## src/rtl/hpq_pkg.sv

```systemverilog
package hpq_pkg;

  // Operation codes carried in the op field
  localparam logic [1:0] OP_INSERT  = 2'd0;
  localparam logic [1:0] OP_EXTRACT = 2'd1;
  localparam logic [1:0] OP_PEEK    = 2'd2;

  // Result status codes
  typedef enum logic [1:0] {
    ST_OK    = 2'd0,
    ST_EMPTY = 2'd1,
    ST_FULL  = 2'd2
  } hpq_status_t;

  // What a token walking the level chain is doing
  typedef enum logic {
    MODE_INS = 1'b0,   // top-down insert along the path to the new slot
    MODE_DN  = 1'b1    // sift-down of the moved last key
  } hpq_mode_t;

  // Control half of a token handed from one level cell to the next
  typedef struct packed {
    logic      vld;
    hpq_mode_t mode;
  } hpq_ctl_t;

  // Position of the highest set bit (tree level of a one-based slot)
  function automatic logic [4:0] hpq_msb(input logic [31:0] v);
    logic [4:0] p;
    p = '0;
    for (int b = 0; b < 32; b++) begin
      if (v[b]) begin
        p = 5'(b);
      end
    end
    return p;
  endfunction

endpackage

```

## src/rtl/hpq_ram.sv

```systemverilog
// Simple dual-port RAM, one write and one registered read port
module hpq_ram #(
  parameter int  W     = 32,
  parameter int  DEPTH = 2,
  localparam int AW    = (DEPTH > 1) ? $clog2(DEPTH) : 1
) (
  input  logic          clk,
  input  logic          we,
  input  logic [AW-1:0] waddr,
  input  logic [W-1:0]  wdata,
  input  logic          re,
  input  logic [AW-1:0] raddr,
  output logic [W-1:0]  rdata
);
  logic [W-1:0] mem [DEPTH];
  logic [W-1:0] rdata_r;

  always_ff @(posedge clk) begin
    if (we) begin
      mem[waddr] <= wdata;
    end
    if (re) begin
      rdata_r <= mem[raddr];
    end
  end

  assign rdata = rdata_r;
endmodule

```

## src/rtl/hpq_cell.sv

```systemverilog
// One tree level of the heap. Holds every slot of its level (a single register at the
// root; below it even slots in one RAM, odd slots in another, addressed by parent index)
// and does the compare-and-swap for a token visiting this level, then hands the token on.
module hpq_cell import hpq_pkg::*; #(
  parameter int KW  = 32,
  parameter int SW  = 11,
  parameter int LW  = 4,
  parameter int LVL = 0
) (
  input  logic          clk,
  input  logic          rst_n,
  // token from the level above
  input  hpq_ctl_t      tin_ctl,
  input  logic [SW-1:0] tin_slot,
  input  logic [SW-1:0] tin_lim,
  input  logic [LW-1:0] tin_dep,
  input  logic [KW-1:0] tin_key,
  // token to the level below
  output hpq_ctl_t      tout_ctl,
  output logic [SW-1:0] tout_slot,
  output logic [SW-1:0] tout_lim,
  output logic [LW-1:0] tout_dep,
  output logic [KW-1:0] tout_key,
  output logic          done_o,
  // child pair read towards the level below
  output logic          cr_en_o,
  output logic [SW-1:0] cr_slot_o,
  input  logic [KW-1:0] cr_a_i,
  input  logic [KW-1:0] cr_b_i,
  // child pair read from the level above
  input  logic          pr_en_i,
  input  logic [SW-1:0] pr_slot_i,
  output logic [KW-1:0] rd_a_o,
  output logic [KW-1:0] rd_b_o,
  // direct read from the controller
  input  logic          dr_en_i,
  input  logic [SW-1:0] dr_slot_i,
  input  logic [LW-1:0] dr_dep_i,
  output logic [KW-1:0] dr_key_o
);
  localparam int DEPTH = (LVL > 0) ? (2 ** LVL) / 2 : 1;
  localparam int AW    = (DEPTH > 1) ? $clog2(DEPTH) : 1;

  logic          busy_r;
  hpq_mode_t     mode_r;
  logic [SW-1:0] slot_r;
  logic [SW-1:0] lim_r;
  logic [LW-1:0] dep_r;
  logic [KW-1:0] key_r;
  logic          lex_r, rex_r;
  logic          hit_r, side_r;

  hpq_ctl_t      tout_ctl_r, tout_ctl_nxt;
  logic [SW-1:0] tout_slot_r, tout_slot_nxt;
  logic [SW-1:0] tout_lim_r;
  logic [LW-1:0] tout_dep_r;
  logic [KW-1:0] tout_key_r, tout_key_nxt;

  logic          own_rd, dr_hit, rd_en;
  logic [SW-1:0] rd_slot;
  logic          lex_in, rex_in;
  logic          wr_en;
  logic [KW-1:0] wr_key;
  logic [KW-1:0] own_k, big_k;
  logic          at_tgt, gt, pick_b, move;
  logic [LW-1:0] sh;

  // read port sharing: own slot (insert), children for the level above, direct
  assign own_rd  = tin_ctl.vld && (tin_ctl.mode == MODE_INS);
  assign dr_hit  = dr_en_i && (dr_dep_i == LW'(LVL));
  assign rd_en   = own_rd || pr_en_i || dr_hit;
  assign rd_slot = own_rd ? tin_slot : (pr_en_i ? pr_slot_i : dr_slot_i);

  // children of the hole exist only up to the current count
  assign lex_in = {tin_slot, 1'b0} <= {1'b0, tin_lim};
  assign rex_in = {tin_slot, 1'b1} <= {1'b0, tin_lim};

  assign cr_en_o   = tin_ctl.vld && (tin_ctl.mode == MODE_DN) && lex_in;
  assign cr_slot_o = {tin_slot[SW-2:0], 1'b0};

  // token stage
  always_ff @(posedge clk) begin
    if (!rst_n) begin
      busy_r     <= 1'b0;
      hit_r      <= 1'b0;
      tout_ctl_r <= '{vld: 1'b0, mode: MODE_INS};
    end else begin
      busy_r     <= tin_ctl.vld;
      hit_r      <= dr_hit;
      tout_ctl_r <= tout_ctl_nxt;
    end
  end

  always_ff @(posedge clk) begin
    if (tin_ctl.vld) begin
      mode_r <= tin_ctl.mode;
      slot_r <= tin_slot;
      lim_r  <= tin_lim;
      dep_r  <= tin_dep;
      key_r  <= tin_key;
      lex_r  <= lex_in;
      rex_r  <= rex_in;
    end
    side_r      <= rd_slot[0];
    tout_slot_r <= tout_slot_nxt;
    tout_lim_r  <= lim_r;
    tout_dep_r  <= dep_r;
    tout_key_r  <= tout_key_nxt;
  end

  // compare terms
  assign own_k  = slot_r[0] ? rd_b_o : rd_a_o;
  assign at_tgt = (slot_r == lim_r);
  assign gt     = $signed(key_r) > $signed(own_k);
  assign pick_b = rex_r && ($signed(cr_b_i) > $signed(cr_a_i));
  assign big_k  = pick_b ? cr_b_i : cr_a_i;
  assign move   = lex_r && ($signed(big_k) > $signed(key_r));
  assign sh     = dep_r - LW'(LVL + 1);

  // decide: write this level and pass the token on, or finish here
  always_comb begin
    wr_en         = 1'b0;
    wr_key        = key_r;
    done_o        = 1'b0;
    tout_ctl_nxt  = '{vld: 1'b0, mode: mode_r};
    tout_slot_nxt = slot_r;
    tout_key_nxt  = key_r;
    if (busy_r) begin
      if (mode_r == MODE_INS) begin
        if (at_tgt) begin
          wr_en  = 1'b1;
          done_o = 1'b1;
        end else begin
          // larger key stays here, the other carries on down the path
          wr_en            = gt;
          tout_ctl_nxt.vld = 1'b1;
          tout_slot_nxt    = lim_r >> sh;
          tout_key_nxt     = gt ? own_k : key_r;
        end
      end else begin
        if (move) begin
          wr_en            = 1'b1;
          wr_key           = big_k;
          tout_ctl_nxt.vld = 1'b1;
          tout_slot_nxt    = {slot_r[SW-2:0], pick_b};
        end else begin
          wr_en  = 1'b1;
          done_o = 1'b1;
        end
      end
    end
  end

  // level storage
  if (LVL == 0) begin : g_root
    logic [KW-1:0] root_r;
    logic [KW-1:0] root_q_r;

    always_ff @(posedge clk) begin
      if (wr_en) begin
        root_r <= wr_key;
      end
      if (rd_en) begin
        root_q_r <= root_r;
      end
    end

    assign rd_a_o = root_q_r;
    assign rd_b_o = root_q_r;
  end else begin : g_mem
    logic [AW-1:0] waddr, raddr;

    assign waddr = AW'((slot_r >> 1) & SW'(DEPTH - 1));
    assign raddr = AW'((rd_slot >> 1) & SW'(DEPTH - 1));

    hpq_ram #(.W(KW), .DEPTH(DEPTH)) u_ram_even (
      .clk   (clk),
      .we    (wr_en && !slot_r[0]),
      .waddr (waddr),
      .wdata (wr_key),
      .re    (rd_en),
      .raddr (raddr),
      .rdata (rd_a_o)
    );

    hpq_ram #(.W(KW), .DEPTH(DEPTH)) u_ram_odd (
      .clk   (clk),
      .we    (wr_en && slot_r[0]),
      .waddr (waddr),
      .wdata (wr_key),
      .re    (rd_en),
      .raddr (raddr),
      .rdata (rd_b_o)
    );
  end

  assign tout_ctl  = tout_ctl_r;
  assign tout_slot = tout_slot_r;
  assign tout_lim  = tout_lim_r;
  assign tout_dep  = tout_dep_r;
  assign tout_key  = tout_key_r;
  assign dr_key_o  = hit_r ? (side_r ? rd_b_o : rd_a_o) : '0;
endmodule

```

## config.mk

```make
export PLATFORM = sky130hd
export DESIGN_NAME = hpq_cell
export DESIGN_NICKNAME = d
export VERILOG_FILES = /design/src/rtl/hpq_pkg.sv /design/src/rtl/hpq_ram.sv /design/src/rtl/hpq_cell.sv
export SDC_FILE = /design/constraint.sdc
export NUM_CORES = 1
export LEC_CHECK = 0
export ABC_AREA = 1
export BUFFER_PORTS_ARGS = -buffer_cell sky130_fd_sc_hd__buf_4
export CAP_MARGIN = 15
export CORE_ASPECT_RATIO = 0.8
export CORE_UTILIZATION = 50
export CTS_CLUSTER_DIAMETER = 30
export CTS_CLUSTER_SIZE = 30
export DETAILED_ROUTE_END_ITERATION = 6
export PLACE_DENSITY = 0.81
export SYNTH_ARGS = -nofsm -noshare
export SYNTH_HDL_FRONTEND = slang
export SYNTH_HIERARCHICAL = 1
export SYNTH_SLANG_ARGS = --single-unit
```

## constraint.sdc

```tcl
create_clock -name clk -period 4.4 [get_ports clk]
set_input_delay 0.22 -clock clk [delete_from_list [all_inputs] [get_ports clk]]
set_output_delay 0.22 -clock clk [all_outputs]
set_load 0.02 [all_outputs]
```

; ---- After elaboration in Yosys (flattened, before gate mapping)
; Cells that the tools add are included.
[word_totals]
input_bits = 154
register_bits = 187
[classes]
n_bitwise = 1
addsub = 1
muxes = 23
n_lt_le_gt_ge = 5
eq_ne = 1
n_reduce_logical = 10
shifts = 1
[op_table]
columns = operator, count
row1 = $mux W32, 9
row2 = $gt A32 B32 Y1, 3
row3 = $mux W11, 4
row4 = $le A12 B11 Y1, 2
row5 = $eq A11 B11 Y1, 1
row6 = $shr A11 B4 Y11, 1
row7 = $mux W1, 10
row8 = $logic_and A1 B1 Y1, 6
row9 = $logic_not A4 Y1, 1
row10 = $sub A4 B1 Y4 const B, 1
row11 = $logic_or A1 B1 Y1, 2
row12 = $reduce_and A2 Y1, 1
row13 = $not A1 Y1, 1

; ---- Longest topological paths before layout
[logic_depth]
word_depth = 8
ltp_mapped = 38
ltp_nobuf = 36

; ---- Worst setup path after synthesis
; Ideal clock, no wire load.
[synth_timing]
path_kind = flip-flop to flip-flop
start = register lim_r[4]
end = register g_root.root_r[0], enable pin
slack_ns = 0.483
stages_incl_launch_ff = 7
synth_period_minus_slack_ns = 3.917
setup_time_ns = 0.466
arrival_ns = 3.452
path_cell_list = edfxtp_1 > xor2_1 > nor4_1 > nand2_1 > nand2_1 > inv_1 > o21ai_0
[synth_via]
elab_chain_len = 4
[synth_rtl]
columns = element, line
row1 = start: declaration, hpq_cell.sv:47  ; logic [SW-1:0] lim_r;
row2 = start signal: assignment, hpq_cell.sv:98  ; lim_r <= tin_lim;
row3 = $eq A11 B11 Y1, hpq_cell.sv:113  ; assign at_tgt = (slot_r == lim_r);
row4 = $mux W1, hpq_cell.sv:130  ; if (at_tgt) begin
row5 = $mux W1, hpq_cell.sv:129  ; if (mode_r == MODE_INS) begin
row6 = $mux W1, hpq_cell.sv:128  ; if (busy_r) begin
row7 = net wr_en, hpq_cell.sv:62  ; logic wr_en;
row8 = end signal: assignment, hpq_cell.sv:161  ; root_r <= wr_key;
row9 = end: declaration, hpq_cell.sv:156  ; logic [KW-1:0] root_r;
; The timed path passes the listed nets, and every way through them passes these cells.
; A chain may end at the register's enable or synchronous reset.

; ---- Worst setup path after layout
[layout_timing]
start = input port cr_a_i[3]
end = output port done_o
[layout_via]
elab_chain_len = 8
[layout_rtl]
columns = element, line
row1 = start: declaration, hpq_cell.sv:28  ; input logic [KW-1:0] cr_a_i,
row2 = $gt A32 B32 Y1, hpq_cell.sv:115  ; assign pick_b = rex_r && ($signed(cr_b_i) > $signed(cr_a_i));
row3 = $logic_and A1 B1 Y1, hpq_cell.sv:115
row4 = $mux W32 (*), hpq_cell.sv:116  ; assign big_k = pick_b ? cr_b_i : cr_a_i;
row5 = $gt A32 B32 Y1 (*), hpq_cell.sv:117  ; assign move = lex_r && ($signed(big_k) > $signed(key_r));
row6 = $logic_and A1 B1 Y1 (*), hpq_cell.sv:117
row7 = $mux W1 (*), hpq_cell.sv:141  ; if (move) begin
row8 = $mux W1 (*), hpq_cell.sv:129
row9 = $mux W1 (*), hpq_cell.sv:128
row10 = end: declaration, hpq_cell.sv:24  ; output logic done_o,
; Mark *: on every way between the ends. The rest lies on a longest branch, timed or not.

==> out/results.tsv <==
stage	metric	value	unit
route	initialDrtViolationCount	627	
placed_design	routabilityCongestion	0.8592	
cts	cts_tree	built	
sta	slew_viol_final	0	
global_routing	antenna_found_initial	0	
logic_synthesis	ys_types	38	
sta	fmax	248.4	MHz
sta	rsz0062_at_grt	false	
die	fp-row-count	47	
critical_path	cp.depth	35	
critical_path	r2r-end	g_root.root_r[29]	
critical_path	arrival	3810	ps
critical_path	crit_end	done_o	
power	ir_worst_vdd	197.6	µV
route	antenna_left	0	
critical_path	cp_common_cell	nand2_1	
hold_path	hp-class	input pin to flip-flop	
power	leakage	0.007206	µW
critical_path	crit_required	4180	ps
layout	diodes	0	
route	routed_wl	29310	µm
logic_synthesis	syn_area	0.01074	mm²
sta	setup_viol	0	
logic_synthesis	synth_fp_nets	1503	
critical_path	reg2reg_slack	930	ps
sta	clock_skew	15.94	ps
critical_path	r2r_cells	21	
route	via_per_inst	5.082	
job	cap_violations	0	
status	status	complete, but fails checks	
sta	finalCritPeriodShare	0.9150	
logic_synthesis	yosysSeqAreaShare	0.4652	
route	via_count	9315	
route	wl_per_cell	15.99	µm
logic_synthesis	synth_top_area_frac	0.3496	
die	die_h	133.1	µm
status	violations	design-rule violations	
route	drc	24	
critical_path	crit_family	simple AND/OR/NAND/NOR gates	
global_routing	grt_first_pass_wirelength	45860	µm
logic_synthesis	syn_avg_cell_area	8.653	µm²
critical_path	startpoint	cr_a_i[3]	
die	die_x	165.8	µm
die	dieArea	0.02207	mm²
sta	setup_tns	0	ps
cts	cts-root-buf	clkbuf_16	
cts	numCtsBuffers	17	
critical_path	crit_path_max_incr_delay	300	ps
sta	whs	20.05	ps
cts	post-cts-setup-buffer-count	0	
critical_path	endpoint_kind	output port	
logic_synthesis	synth_area_leaders	edfxtp_1 (35%), ha_1 (13%), dfxtp_1 (12%), nand2_1 (9.6%), inv_1 (7.8%)	
route	firstDrtPassIters	7	
critical_path	cp-start-kind	input pin	
placed_design	io_buffers	299	
global_routing	grt.overflow.total	0	
cts	path_clk_slew	80	ps
global_routing	grt_pass1_vias	9146	
cts	clockBufferDepth	2	
sta	slew_headroom	0.2604	
critical_path	path_max_fanout	24	
critical_path	r2r-start	rex_r	
sta	worstMarginPinSlew	1105	ps
layout	final_nets	1813	
die	start_util	0.5144	
critical_path	critical_path_buf_inv_count	8	
logic_synthesis	synthCells	1241	
critical_path	critical_path_class	input pin to output port	
cts	cts_max_level	4	
placed_design	place_hpwl	21530	µm
cts	clk-insertion-delay-late	430	ps
layout	final_layout_size_suffix_gt1_frac	0.2321	
logic_synthesis	yosysWarnings	6	
logic_synthesis	synth_top_area_cell	edfxtp_1	
die	io_pins	323	
power	p_per_area	356.5	mW/mm²
logic_synthesis	ys_ff_latch	187	
sta	min_period	4026	ps
cts	cts.sinks	187	
critical_path	slowest_stage	ha_1	
global_routing	groute.usage.overall	0.2658	
layout	fillers	1601	
global_routing	grt_max_degree	65	
layout	area_delta_synth_final	31.08	%
sta	hold_violations	0	
die	coreArea	0.02088	mm²
[cells in the final DEF, fill, tap and decap left out, types with 2 or more instances in the layout]
master           n
o21ai_1         50
o21ai_2          5
nor3_1           6
inv_6            3
nand4_1         21
nor4_2           2
nand3_1         27
a21boi_0         2
clkbuf_16       18
nand2_1        276
a21o_1           4
nor2_1          55
inv_2            2
nand3_2          3
o21a_1           7
nor2_2           3
o211ai_1         4
xnor2_1          7
inv_8            5
dlygate4sd3_1   58
and3_1           2
clkinv_4         2
xor2_1           6
clkinv_8         3
edfxtp_1       125
nor4_1           3
clkinv_2         2
a21oi_1         72
dfxtp_1         62
ha_1           108
or2_2            3
o21ai_0         78
buf_4          308
inv_1          222
[cells in the mapped netlist (all sizes together)]
cell    instances
nand2         276
inv           224
o21ai         134
edfxtp        125
ha            108
a21oi          73
dfxtp          62
buf            61
nor2           58
nand3          30
nand4          22
clkbuf         16
o21a            7
xnor2           7
nor3            6
xor2            6
nor4            5
a21o            4
o211ai          4
or2             3
a21boi          2
and3            2
a32o            1
clkinv          1
conb            1
o211a           1
o221ai          1
o22ai           1
[worst min path at each step]
stage                      from           to  cells past startpoint
global placement       dep_r[1]  tout_dep[1]                      0
CTS                 tin_slot[0]    slot_r[0]                      1
detailed placement     dep_r[1]  tout_dep[1]                      0
floorplan            tin_ctl[1]       busy_r                      2
global route        tin_slot[0]    slot_r[0]                      1
finish                    rst_n       busy_r                      3
[state kept, by name (all words and copies together) (netlist names)]
| name | count |
|---|---|
| rd_a_o | 32 |
| tout_slot | 11 |
| tout_lim | 11 |
| busy_r | 1 |
| hit_r | 1 |
| mode_r | 1 |
| lex_r | 1 |
| dep_r | 4 |
| slot_r | 11 |
| lim_r | 11 |
| tout_dep | 4 |
| g_root.root_r | 32 |
| tout_ctl | 2 |
| key_r | 32 |
| rex_r | 1 |
| tout_key | 32 |
[worst register-to-register path: stages, from the launching register on]
cell and delay, ps:
edfxtp_1 330, a21boi_0 220, nand3_2 190, clkbuf_16 250, nand2_1 100, o21ai_2 70
ha_1 300, nand2_1 50, inv_1 60, nand2_1 60, nand2_1 60, nand2_1 50
nand2_1 140, nand2_1 70, nand2_1 90, nand2_1 100, a21oi_1 200, nor2_2 90
nand3_2 120, clkinv_4 330, nand2_1 230, o21ai_1 90
[stage by stage]
step | instances | setup WS (ps) | utilization | cell area [µm²] | total power, µW
final | 1833 | 373.8 | 0.6742 | 14070 | 5017
after global routing | 1833 | 31.28 | 0.6742 | 14070 | 5266
after CTS | 1832 | 357.0 | 0.6726 | 14040 | 5029
after detailed placement | 1742 | 100.7 | 0.6171 | 12880 | 3464
after global placement | 1742 | 261.0 | 0.6171 | 12880 | 3418
after floorplan | 1241 | 482.9 | - | 10740 | 2991
[repair_timing]
action                                 CTS  global route
hold buffers                            58             0
endpoints found under the hold margin   58             0
setup endpoints to repair                0             1
gates resized for setup                  0             2
[routing by layer]
layer | share of wire | global-route usage | vias to the layer above
met3 | 0.071 | 0.05743 | 39
met4 | 0.018 | 0.07321 | 0
met5 | 0 | 0 | -
li1 | - | - | 4639
met2 | 0.48 | 0.4675 | 388
met1 | 0.43 | 0.3302 | 4249
[cell type report]
| class | count | area, µm² | area share |
|---|---|---|---|
| Clock inverter | 15 | 153.9 | 0.01093 |
| Multi-Input combinational cell | 752 | 4377 | 0.3110 |
| Timing Repair Buffer | 368 | 2938 | 0.2087 |
| Tap cell | 269 | 336.6 | 0.02391 |
| Clock buffer | 17 | 425.4 | 0.03023 |
| Inverter | 225 | 849.6 | 0.06036 |
| Sequential cell | 187 | 4995 | 0.3549 |
[report_power, final]
group	switching [µW]	internal [µW]	total, µW
registers	111	2070	2180
clock network	762	760	1520
logic	774	544	1320
[cells by family after synthesis]
kind of cell               count (synthesis)  share of synthesized area
AOI/OAI and AO/OA                        228                     0.1130
xor gates and xnor gates                  13                    0.01060
adders and majority gates                108                     0.1258
buffers and inverters                    302                     0.1290
DFF                                      187                     0.4652
other                                      1                  0.0003492
and+or+nand+nor                          402                     0.1560
(Power assumes the default switching activity.)
